File: src/hw/rtl/ria_pkg.sv
package ria_pkg;

   localparam int DEFAULT_TAG_COUNT = 256;
   localparam int TAG_W = 8;

   typedef enum logic {
      OP_ALLOC  = 1'b0,
      OP_RETURN = 1'b1
   } op_type;

   typedef enum logic [1:0] {
      STATUS_GRANTED   = 2'd0,
      STATUS_EXHAUSTED = 2'd1,
      STATUS_RET_OK    = 2'd2,
      STATUS_RET_FULL  = 2'd3
   } status_type;

   typedef struct packed {
      op_type           op;
      logic [TAG_W-1:0] tag_in;
   } req_type;

   typedef struct packed {
      logic [TAG_W-1:0] tag_out;
      status_type       status;
   } rsp_type;

   // outcome of one word, carried from the controller into the pipeline
   typedef struct packed {
      status_type       status;
      logic             from_queue;
      logic [TAG_W-1:0] fresh_tag;
   } decision_type;

endpackage

File: src/hw/rtl/ria_ram.sv
module ria_ram #(
   parameter int WIDTH = 8,
   parameter int DEPTH = 256
) (
   input  logic                     clock,
   input  logic                     wr_en,
   input  logic [$clog2(DEPTH)-1:0] wr_addr,
   input  logic [WIDTH-1:0]         wr_data,
   input  logic                     rd_en,
   input  logic [$clog2(DEPTH)-1:0] rd_addr,
   output logic [WIDTH-1:0]         rd_data
);

   logic [WIDTH-1:0] mem_ff [DEPTH];
   logic [WIDTH-1:0] rd_data_ff;

   always_ff @(posedge clock) begin
      if (wr_en) begin
         mem_ff[wr_addr] <= wr_data;
      end
      // read data holds until the next read
      if (rd_en) begin
         rd_data_ff <= mem_ff[rd_addr];
      end
   end

   assign rd_data = rd_data_ff;

endmodule

File: src/hw/rtl/ria_ctrl.sv
module ria_ctrl import ria_pkg::*; #(
   parameter int TAG_COUNT = DEFAULT_TAG_COUNT
) (
   input  logic                         clock,
   input  logic                         reset,
   input  logic                         accept,
   input  req_type                      req,
   output decision_type                 decision,
   output logic                         ram_wr_en,
   output logic [$clog2(TAG_COUNT)-1:0] ram_wr_addr,
   output logic [TAG_W-1:0]             ram_wr_data,
   output logic                         ram_rd_en,
   output logic [$clog2(TAG_COUNT)-1:0] ram_rd_addr
);

   localparam int AW = $clog2(TAG_COUNT);
   localparam int CW = $clog2(TAG_COUNT + 1);

   logic [CW-1:0] count_ff, count_in;
   logic [CW-1:0] fresh_ff, fresh_in;
   logic [AW-1:0] head_ff, head_in;
   logic [AW-1:0] tail_ff, tail_in;

   logic queue_empty;
   logic queue_full;
   logic fresh_left;
   logic pop;
   logic push;
   logic take_fresh;

   assign queue_empty = (count_ff == '0);
   assign queue_full  = (count_ff == CW'(TAG_COUNT));
   assign fresh_left  = (fresh_ff != CW'(TAG_COUNT));

   always_comb begin
      pop        = 1'b0;
      push       = 1'b0;
      take_fresh = 1'b0;
      decision   = '{status: STATUS_GRANTED, from_queue: 1'b0, fresh_tag: '0};
      unique case (req.op)
         OP_ALLOC: begin
            // recycled tags go out before fresh ones
            if (!queue_empty) begin
               pop                 = 1'b1;
               decision.from_queue = 1'b1;
            end else if (fresh_left) begin
               take_fresh         = 1'b1;
               decision.fresh_tag = TAG_W'(fresh_ff);
            end else begin
               decision.status = STATUS_EXHAUSTED;
            end
         end
         OP_RETURN: begin
            if (queue_full) begin
               decision.status = STATUS_RET_FULL;
            end else begin
               push            = 1'b1;
               decision.status = STATUS_RET_OK;
            end
         end
      endcase
   end

   always_comb begin
      count_in = count_ff;
      fresh_in = fresh_ff;
      head_in  = head_ff;
      tail_in  = tail_ff;
      if (accept) begin
         if (pop) begin
            count_in = count_ff - 1'b1;
            head_in  = (head_ff == AW'(TAG_COUNT - 1)) ? '0 : head_ff + 1'b1;
         end
         if (push) begin
            count_in = count_ff + 1'b1;
            tail_in  = (tail_ff == AW'(TAG_COUNT - 1)) ? '0 : tail_ff + 1'b1;
         end
         if (take_fresh) begin
            fresh_in = fresh_ff + 1'b1;
         end
      end
   end

   always_ff @(posedge clock) begin
      if (reset) begin
         count_ff <= '0;
         fresh_ff <= '0;
         head_ff  <= '0;
         tail_ff  <= '0;
      end else begin
         count_ff <= count_in;
         fresh_ff <= fresh_in;
         head_ff  <= head_in;
         tail_ff  <= tail_in;
      end
   end

   assign ram_wr_en   = accept && push;
   assign ram_wr_addr = tail_ff;
   assign ram_wr_data = req.tag_in;
   assign ram_rd_en   = accept && pop;
   assign ram_rd_addr = head_ff;

endmodule

File: src/hw/rtl/recycling_index_allocator.sv
// pipeline: an accepted request word's decision is registered in s1, then its response word in the output register
// throughput: one word per cycle while rsp_ready stays high; the recycle queue ram takes one
// write and one registered read per cycle
// reset: synchronous; clears the fresh counter, queue pointers and count and
// empties the pipeline; queue ram contents are left as they are (no clear pass)
module recycling_index_allocator import ria_pkg::*; #(
   parameter int TAG_COUNT = DEFAULT_TAG_COUNT
) (
   input  logic    clock,
   input  logic    reset,
   input  logic    req_valid,
   output logic    req_ready,
   input  req_type req_data,
   output logic    rsp_valid,
   input  logic    rsp_ready,
   output rsp_type rsp_data
);

   localparam int AW = $clog2(TAG_COUNT);

   logic         accept;
   decision_type decision;
   logic         ram_wr_en;
   logic [AW-1:0] ram_wr_addr;
   logic [TAG_W-1:0] ram_wr_data;
   logic         ram_rd_en;
   logic [AW-1:0] ram_rd_addr;
   logic [TAG_W-1:0] ram_rd_data;

   logic         s1_valid_ff, s1_valid_in;
   decision_type s1_dec_ff;
   logic         out_valid_ff, out_valid_in;
   rsp_type      out_data_ff, out_data_in;
   logic         s1_move;

   assign s1_move   = s1_valid_ff && (!out_valid_ff || rsp_ready);
   assign req_ready = !s1_valid_ff || s1_move;
   assign accept    = req_valid && req_ready;

   ria_ctrl #(
      .TAG_COUNT(TAG_COUNT)
   ) u_ctrl (
      .clock      (clock),
      .reset      (reset),
      .accept     (accept),
      .req        (req_data),
      .decision   (decision),
      .ram_wr_en  (ram_wr_en),
      .ram_wr_addr(ram_wr_addr),
      .ram_wr_data(ram_wr_data),
      .ram_rd_en  (ram_rd_en),
      .ram_rd_addr(ram_rd_addr)
   );

   ria_ram #(
      .WIDTH(TAG_W),
      .DEPTH(TAG_COUNT)
   ) u_queue_ram (
      .clock  (clock),
      .wr_en  (ram_wr_en),
      .wr_addr(ram_wr_addr),
      .wr_data(ram_wr_data),
      .rd_en  (ram_rd_en),
      .rd_addr(ram_rd_addr),
      .rd_data(ram_rd_data)
   );

   always_comb begin
      s1_valid_in = s1_valid_ff;
      if (accept) begin
         s1_valid_in = 1'b1;
      end else if (s1_move) begin
         s1_valid_in = 1'b0;
      end

      out_valid_in = out_valid_ff;
      if (s1_move) begin
         out_valid_in = 1'b1;
      end else if (rsp_ready) begin
         out_valid_in = 1'b0;
      end

      // ram read data is held until the next read, which needs s1 to move
      out_data_in.status  = s1_dec_ff.status;
      out_data_in.tag_out = s1_dec_ff.from_queue ? ram_rd_data : s1_dec_ff.fresh_tag;
   end

   always_ff @(posedge clock) begin
      if (reset) begin
         s1_valid_ff  <= 1'b0;
         out_valid_ff <= 1'b0;
      end else begin
         s1_valid_ff  <= s1_valid_in;
         out_valid_ff <= out_valid_in;
      end
      if (accept) begin
         s1_dec_ff <= decision;
      end
      if (s1_move) begin
         out_data_ff <= out_data_in;
      end
   end

   assign rsp_valid = out_valid_ff;
   assign rsp_data  = out_data_ff;

endmodule

File: config.mk
export PLATFORM = sky130hd
export DESIGN_NAME = recycling_index_allocator
export DESIGN_NICKNAME = d
export VERILOG_FILES = /design/src/hw/rtl/ria_pkg.sv /design/src/hw/rtl/ria_ram.sv /design/src/hw/rtl/ria_ctrl.sv /design/src/hw/rtl/recycling_index_allocator.sv
export SDC_FILE = /design/constraint.sdc
export NUM_CORES = 2
export LEC_CHECK = 0
export BUFFER_PORTS_ARGS = -buffer_cell sky130_fd_sc_hd__buf_4
export CORE_MARGIN = 1.5
export CORE_UTILIZATION = 45
export CTS_BUF_LIST = sky130_fd_sc_hd__clkbuf_8
export CTS_CLUSTER_DIAMETER = 40
export DETAILED_ROUTE_END_ITERATION = 8
export SYNTH_ARGS = -nofsm -noshare
export SYNTH_HDL_FRONTEND = slang
export SYNTH_SLANG_ARGS = --single-unit
File: constraint.sdc
create_clock -name clock -period 6 [get_ports clock]
set_clock_uncertainty 0.2 [all_clocks]
set_input_delay 0.6 -clock clock [delete_from_list [all_inputs] [get_ports clock]]
set_output_delay 0.6 -clock clock [all_outputs]
set_load 0.01 [all_outputs]
# Word level (Yosys, flattened, before mapping)
# Memory sizes are Yosys's and may differ from the RTL's. A register that Yosys moved wholly into a read port is not among the register bits.
# Cells that the tools add are included.
[word_totals]
register_bits = 57
ram_bits = 2048
inputBits = 13
out_inout_bits = 12
mem_count = 1
[op_classes]
add_sub_neg = 5
n_eq_ne = 4
muxes = 22
bitwise = 3
n_reduce_logical = 17
[memory_table]
columns = ["name", "depth", "word_bits", "read_ports", "rd_clocked_by_memory_dff", "wr", "line_no", "source"]
rows = [
  ["u_queue_ram.mem_ff", 256, 8, 1, 1, 1, "ria_ram.sv:14", "logic [WIDTH-1:0] mem_ff [DEPTH];"],
]
[op_table]
columns = ["op", "count"]
rows = [
  ["two-way mux 8 bit", 3],
  ["adder 9 x 1 -> 9 bit (second input constant)", 2],
  ["two-way mux 9 bit", 2],
  ["adder 8 x 1 -> 8 bit (second input constant)", 2],
  ["== test 8 bit (second input constant)", 2],
  ["two-way mux 1 bit", 15],
  ["== test 9 bit (second input constant)", 1],
  ["logical NOT 9 bit", 1],
  ["inequality test 9 bit (second input constant)", 1],
  ["subtractor 9 x 1 -> 9 bit (second input constant)", 1],
  ["AND reduction 2 bit", 4],
  ["nonzero test 2 bit", 3],
  ["logical AND 1 bit", 4],
  ["one-hot mux 2 bit (2 select lines)", 1],
  ["NOT 1 bit", 3],
  ["OR reduction 3 bit", 1],
  ["logical NOT 1 bit", 2],
  ["logical OR 1 bit", 2],
  ["two-way mux 2 bit", 1],
]

# Depth between registers and ports, before layout
[logic_depth]
depth_word = 8
depth_mapped = 13
ltp_nobuf = 13

# Modules after synthesis
# Synthesis repeated with hierarchy kept, for this count alone.
[unflattened]
hier_cells = 4016
area_unflattened_um2 = 82520.4
[modules_own_cells]
columns = ["mod", "n_inst", "cells_each", "area_each_um2", "seq_area_each_um2"]
rows = [
  ["ria_ram", 1, 3733, 79636.4, 61739.2],
  ["ria_ctrl", 1, 243, 2038.2, 680.7],
  ["recycling_index_allocator", 1, 40, 845.8, 670.6],
]

# Worst setup path after synthesis
# No wires, ideal clock.
[synth_path]
path_kind = "register to register"
startpoint = "register u_ctrl.count_ff[2]"
endpoint = "register u_ctrl.count_ff[8]"
arrival_ns = 2.975
required_ns = 5.730
slack_ns = 2.755
stages_incl_launch_ff = 14
path_buffers = 0
synth_period_minus_slack_ns = 3.245
cell_sequence = "dfxtp_1 -> or4_4 -> nor2_1 -> nand2_1 -> nand2_1 -> inv_1 -> fa_1 -> nand3b_1 -> a21boi_0 -> o21ai_0 -> a21oi_1 -> xnor2_1 -> or3_1 -> a21oi_1"
[synth_via]
elab_chain_len = 5
word_cells_on_any_way = 12
classes_between = "add/sub (2); eq/ne (1); mux (6); reduce/logical (3)"
[synth_lines]
columns = ["item", "line_no", "source"]
rows = [
  ["from (decl)", "ria_ctrl.sv:19", "logic [CW-1:0] count_ff, count_in;"],
  ["from (signal assigned)", "ria_ctrl.sv:91", "count_ff <= count_in;"],
  ["branches (longest 5 deep; another with subtractor 9 x 1 -> 9 bit)", "-", ""],
]
# Parallel ways; which one is timed is not known. The select of a mux whose other input is x is not followed.
# A chain may end at the register's enable or synchronous reset.

==> results.md <==
* Status: completed
* Worst path arrival time at 4.95 ns
* Clock period minus worst slack at 4.36 ns
* Most frequent cells in the layout: 2,077 x sky130_fd_sc_hd__edfxtp_1, 418 x sky130_fd_sc_hd__mux4_2, 382 x sky130_fd_sc_hd__clkbuf_8
* Gate family responsible for the most delay along the worst path: compound AO/OA/AOI/OAI gates
* Multiplexer fraction of the synthesized cell area at 0.142
* Cell Area, Synth at 0.0825 sq mm
* RR Endpoint: u_queue_ram.rd_data[2]
* Clock latency at the later pin of the worst-skew pair at 1.11 ns
* Share of synthesized flip-flops with an asynchronous set or reset at 0
* Primary FF master, synth: sky130_fd_sc_hd__edfxtp_1
* Final instance count without filler cells at 7,045
* Final setup vio count at 0
* # rows at 157
* Number of H-tree levels at 5
* Pins over their slew limit at 0
* Combined buffer and inverter count along the critical path at 2
* # placed instances at 6,403
* Routed wirelength normalized by instance count at 32.2 microns
* CTS root buffer: sky130_fd_sc_hd__clkbuf_8
* Hold Path Sink: u_queue_ram.mem_ff[26][0]
* Count of maximum capacitance violations at 0
* Filler cell count at 14,700
* Die Span X at 431 microns
* Proportion of synthesized chip area in sequential cells at 0.764
* Residual DRC count at 0
* Fin nets at 4,429
* Reg-to-reg slack, setup at 1.64 ns
* Number of stages on the worst hold path at 1
* Core Box Area at 0.183 sq mm
* Number of iterations in the first detailed-routing pass at 5
* Number of storage elements in the synthesis netlist at 2,113
* Remaining antenna violation count after routing at 0
* Switching component of the power at 8.02 mW
* Number of cells produced by synthesis at 4,141
* Via-per-instance ratio at 6.12
* Number of buffers added for setup after CTS at 0
* Critical Path Fanout Max at 53
* Boundary Pins at 25
* Overall fraction of global-route tracks in use at 0.243
* Launch point of the worst hold path: req_data[0]
* RSZ-0062 raised after global routing: false
* Routability-driven placement congestion ratio at 0.881
* Die ar. at 0.186 sq mm
* Num CTS Buffers at 367
* Clock tree sinks at 2,113
* Slowest cell on crit path: sky130_fd_sc_hd__dfxtp_4
* Number of synthesis warnings at 0
* Critical-path cell list: buf_4 > buf_12 > mux4_2 > a2111oi_0 > a21oi_1 > nand4_1 > o31ai_1 > a221o_1
* Worst reg2reg path startpoint: u_ctrl.ram_rd_addr[0]
* Net count after synthesis at 4,170
* Fin Setup TNS at 0 ns
* Fmax at 0.229 GHz
* Count of flip-flops with a built-in enable after synthesis at 2,077
* Leading cell type in the layout, fill and taps excluded: sky130_fd_sc_hd__edfxtp_1
* Clock network power share at 0.376
* Total wire length at 227,000 microns
* Number of instances resized during post-cts repair at 0
* Actual transition at the worst max-transition pin at 1.32 ns
* Fraction of final layout cells with drive strength greater than 1 at 0.221
* Reg power frac at 0.507
* Initial Util at 0.452
* Category of the worst setup path capture point: flip-flop
* Path type of the worst min-delay path: in2reg
* Pin count of the biggest net entering global routing at 165
* Final hold violation count at 0
* Via count at 43,100
* Xor/xnor share of the synthesized area at 0.00276
* Initial antenna violation count at 10
* Int Pwr at 24.4 mW
* Sum of net half-perimeters after detailed placement at 133,000 microns
* Largest stage delay, worst path at 0.81 ns
* Switching power share of the total at 0.248
* CP required at 6.59 ns
* Area fraction in compound gates after synthesis at 0.0381
* Total power per unit cell area at 351 mW/mm^2
* Post-Synthesis Mean Instance Area at 19.9 sq um
* Worst vdd ir at 267 uV
* Largest buffer count on any clock path at 4
* Number of distinct library cells after synthesis at 82
* Start point of the critical path: u_ctrl.ram_rd_addr[0]
* Leak at 28.2 nW
* Via count of the first global-routing pass at 43,100
* TritonCTS clock tree: yes
* Clock-pin slew reported for the worst setup and hold paths after clock tree synthesis at 0.06 ns
* Number of cell instances on the worst register-to-register path at 8
* Final cycle utilization of the critical path at 0.727
* Critical path class: reg2reg
* Post-Synth Adder-Cell Area at 0.00252
* Relative area change from synthesis to final layout at 11.7%
* Simple-gate portion of the synthesized area at 0.0333
* Largest family of logic cells by synthesized area: multiplexers
* Sort of element at the start of the critical path: flip-flop
* Wire length of the first global-routing pass at 321,000 microns
* Relative slew margins at 0.115
* Die H at 431 microns
* IO Port Bufs at 24
* Number of DRC markers in iteration 0 at 5,175
* Comb pwr share at 0.117
* Remaining global-route overflow at 0
## cell type report
cell class / instances / area (sq um) / share of cell area
tap: 2385 / 2980 / 0.0324
sequential: 2113 / 63100 / 0.684
multi-input combinational: 1764 / 18100 / 0.196
clock buffer: 374 / 5150 / 0.0558
clock inverter: 253 / 1470 / 0.0160
inverter: 18 / 67.6 / 0.000733
antenna: 2 / 5.00 / 0.0000543
timing repair buffer: 136 / 1330 / 0.0144
## metrics by stage
stage	instance area [sq um]	power, mW	setup slack, ns	utilization	hold slack [ns]
after floorplan	82500	19.4	2.75	-	0.200
after global placement	85500	20.5	1.44	0.468	0.202
after detailed placement	85500	20.5	1.40	0.468	0.213
after CTS	92200	32.6	1.62	0.505	0.00668
after global routing	92200	33.4	1.38	0.505	0.0783
final	92200	32.4	1.64	0.505	0.0700
## flip-flops by register name (all words and copies together) (netlist names)
| register | flops |
|---|---|
| u_queue_ram.rd_data | 8 |
| s1_valid_ff | 1 |
| rsp_data | 10 |
| u_ctrl.ram_rd_addr | 8 |
| s1_dec_ff | 9 |
| u_ctrl.count_ff | 9 |
| out_data_in | 2 |
| u_ctrl.ram_wr_addr | 8 |
| u_ctrl.fresh_ff | 9 |
| rsp_valid | 1 |
| u_queue_ram.mem_ff | 2048 |
## cell families (layout without fill, tap and decap cells)
logic type | count (synthesis) | count (layout)
muxes | 645 | 645
adders and majority gates | 16 | 16
xor gates and xnor gates | 26 | 26
AOI/OAI and AO/OA | 451 | 451
other | 0 | 2
and+or+nand+nor | 626 | 626
buffers and inverters | 264 | 781
DFF | 2113 | 2113
## how the worst max path moves through the flow
stage / end / slack, ns / cells past startpoint
final: u_queue_ram.rd_data[2] / 1.64 / 8
after global routing: u_queue_ram.rd_data[0] / 1.38 / 8
after CTS: u_queue_ram.rd_data[0] / 1.62 / 8
after detailed placement: u_queue_ram.mem_ff[153][3] / 1.40 / 8
after global placement: u_queue_ram.mem_ff[153][3] / 1.44 / 8
after floorplan: u_ctrl.count_ff[8] / 2.75 / 13
## per-layer routing
metal	track usage	vias up	wire, microns
met5	0	-	9
met4	0.0790	2	6660
met3	0.0523	385	20500
met2	0.378	2331	107000
met1	0.345	22700	92800
li1	-	17600	-
## timing repair
action / CTS / global route
hold buffers: 13 / 0
endpoints found under the setup margin: 0 / 0
endpoints found under the hold margin: 231 / 0
## power by group through the flow
stage	Combinational [mW]	Clock, mW	Sequential (mW)
finish	3.80	12.2	16.4
global route	4.03	13.0	16.4
CTS	3.84	12.3	16.4
detailed placement	3.83	0	16.7
global placement	3.81	0	16.7
floorplan	2.77	0	16.6
## Yosys cell counts (17+ instances only)
| master | instances | share of area |
|---|---|---|
| sky130_fd_sc_hd__buf_2 | 57 | 0.0035 |
| sky130_fd_sc_hd__buf_6 | 34 | 0.0046 |
| sky130_fd_sc_hd__dfxtp_1 | 36 | 0.0087 |
| sky130_fd_sc_hd__mux4_2 | 418 | 0.11 |
| sky130_fd_sc_hd__xnor2_1 | 17 | 0.0018 |
| sky130_fd_sc_hd__nor2b_1 | 24 | 0.0018 |
| sky130_fd_sc_hd__a211oi_1 | 19 | 0.0017 |
| sky130_fd_sc_hd__mux2i_1 | 212 | 0.026 |
| sky130_fd_sc_hd__a21oi_1 | 111 | 0.0067 |
| sky130_fd_sc_hd__buf_1 | 17 | 0.00077 |
| sky130_fd_sc_hd__buf_4 | 23 | 0.0021 |
| sky130_fd_sc_hd__nor2_1 | 345 | 0.016 |
| sky130_fd_sc_hd__a22oi_1 | 89 | 0.0081 |
| sky130_fd_sc_hd__o21ai_0 | 22 | 0.0013 |
| sky130_fd_sc_hd__nand3_1 | 53 | 0.0032 |
| sky130_fd_sc_hd__o211ai_1 | 18 | 0.0016 |
| sky130_fd_sc_hd__nand2_1 | 111 | 0.0050 |
| sky130_fd_sc_hd__clkbuf_1 | 114 | 0.0052 |
| sky130_fd_sc_hd__nor3_1 | 17 | 0.0010 |
| sky130_fd_sc_hd__a221oi_1 | 47 | 0.0050 |
| sky130_fd_sc_hd__edfxtp_1 | 2077 | 0.76 |
| sky130_fd_sc_hd__o22ai_1 | 28 | 0.0021 |
## worst register-to-register path: cells and delay by family, from the launching register on
kind / cells / cell delay [ns]
buffers and inverters: 2 / 0.95
multiplexers: 1 / 0.59
flip-flops: 1 / 0.81
AND/OR/NAND/NOR: 1 / 0.24
AO/OA/AOI/OAI: 4 / 1.30
Note: power is estimated with default switching activity, not from simulation.
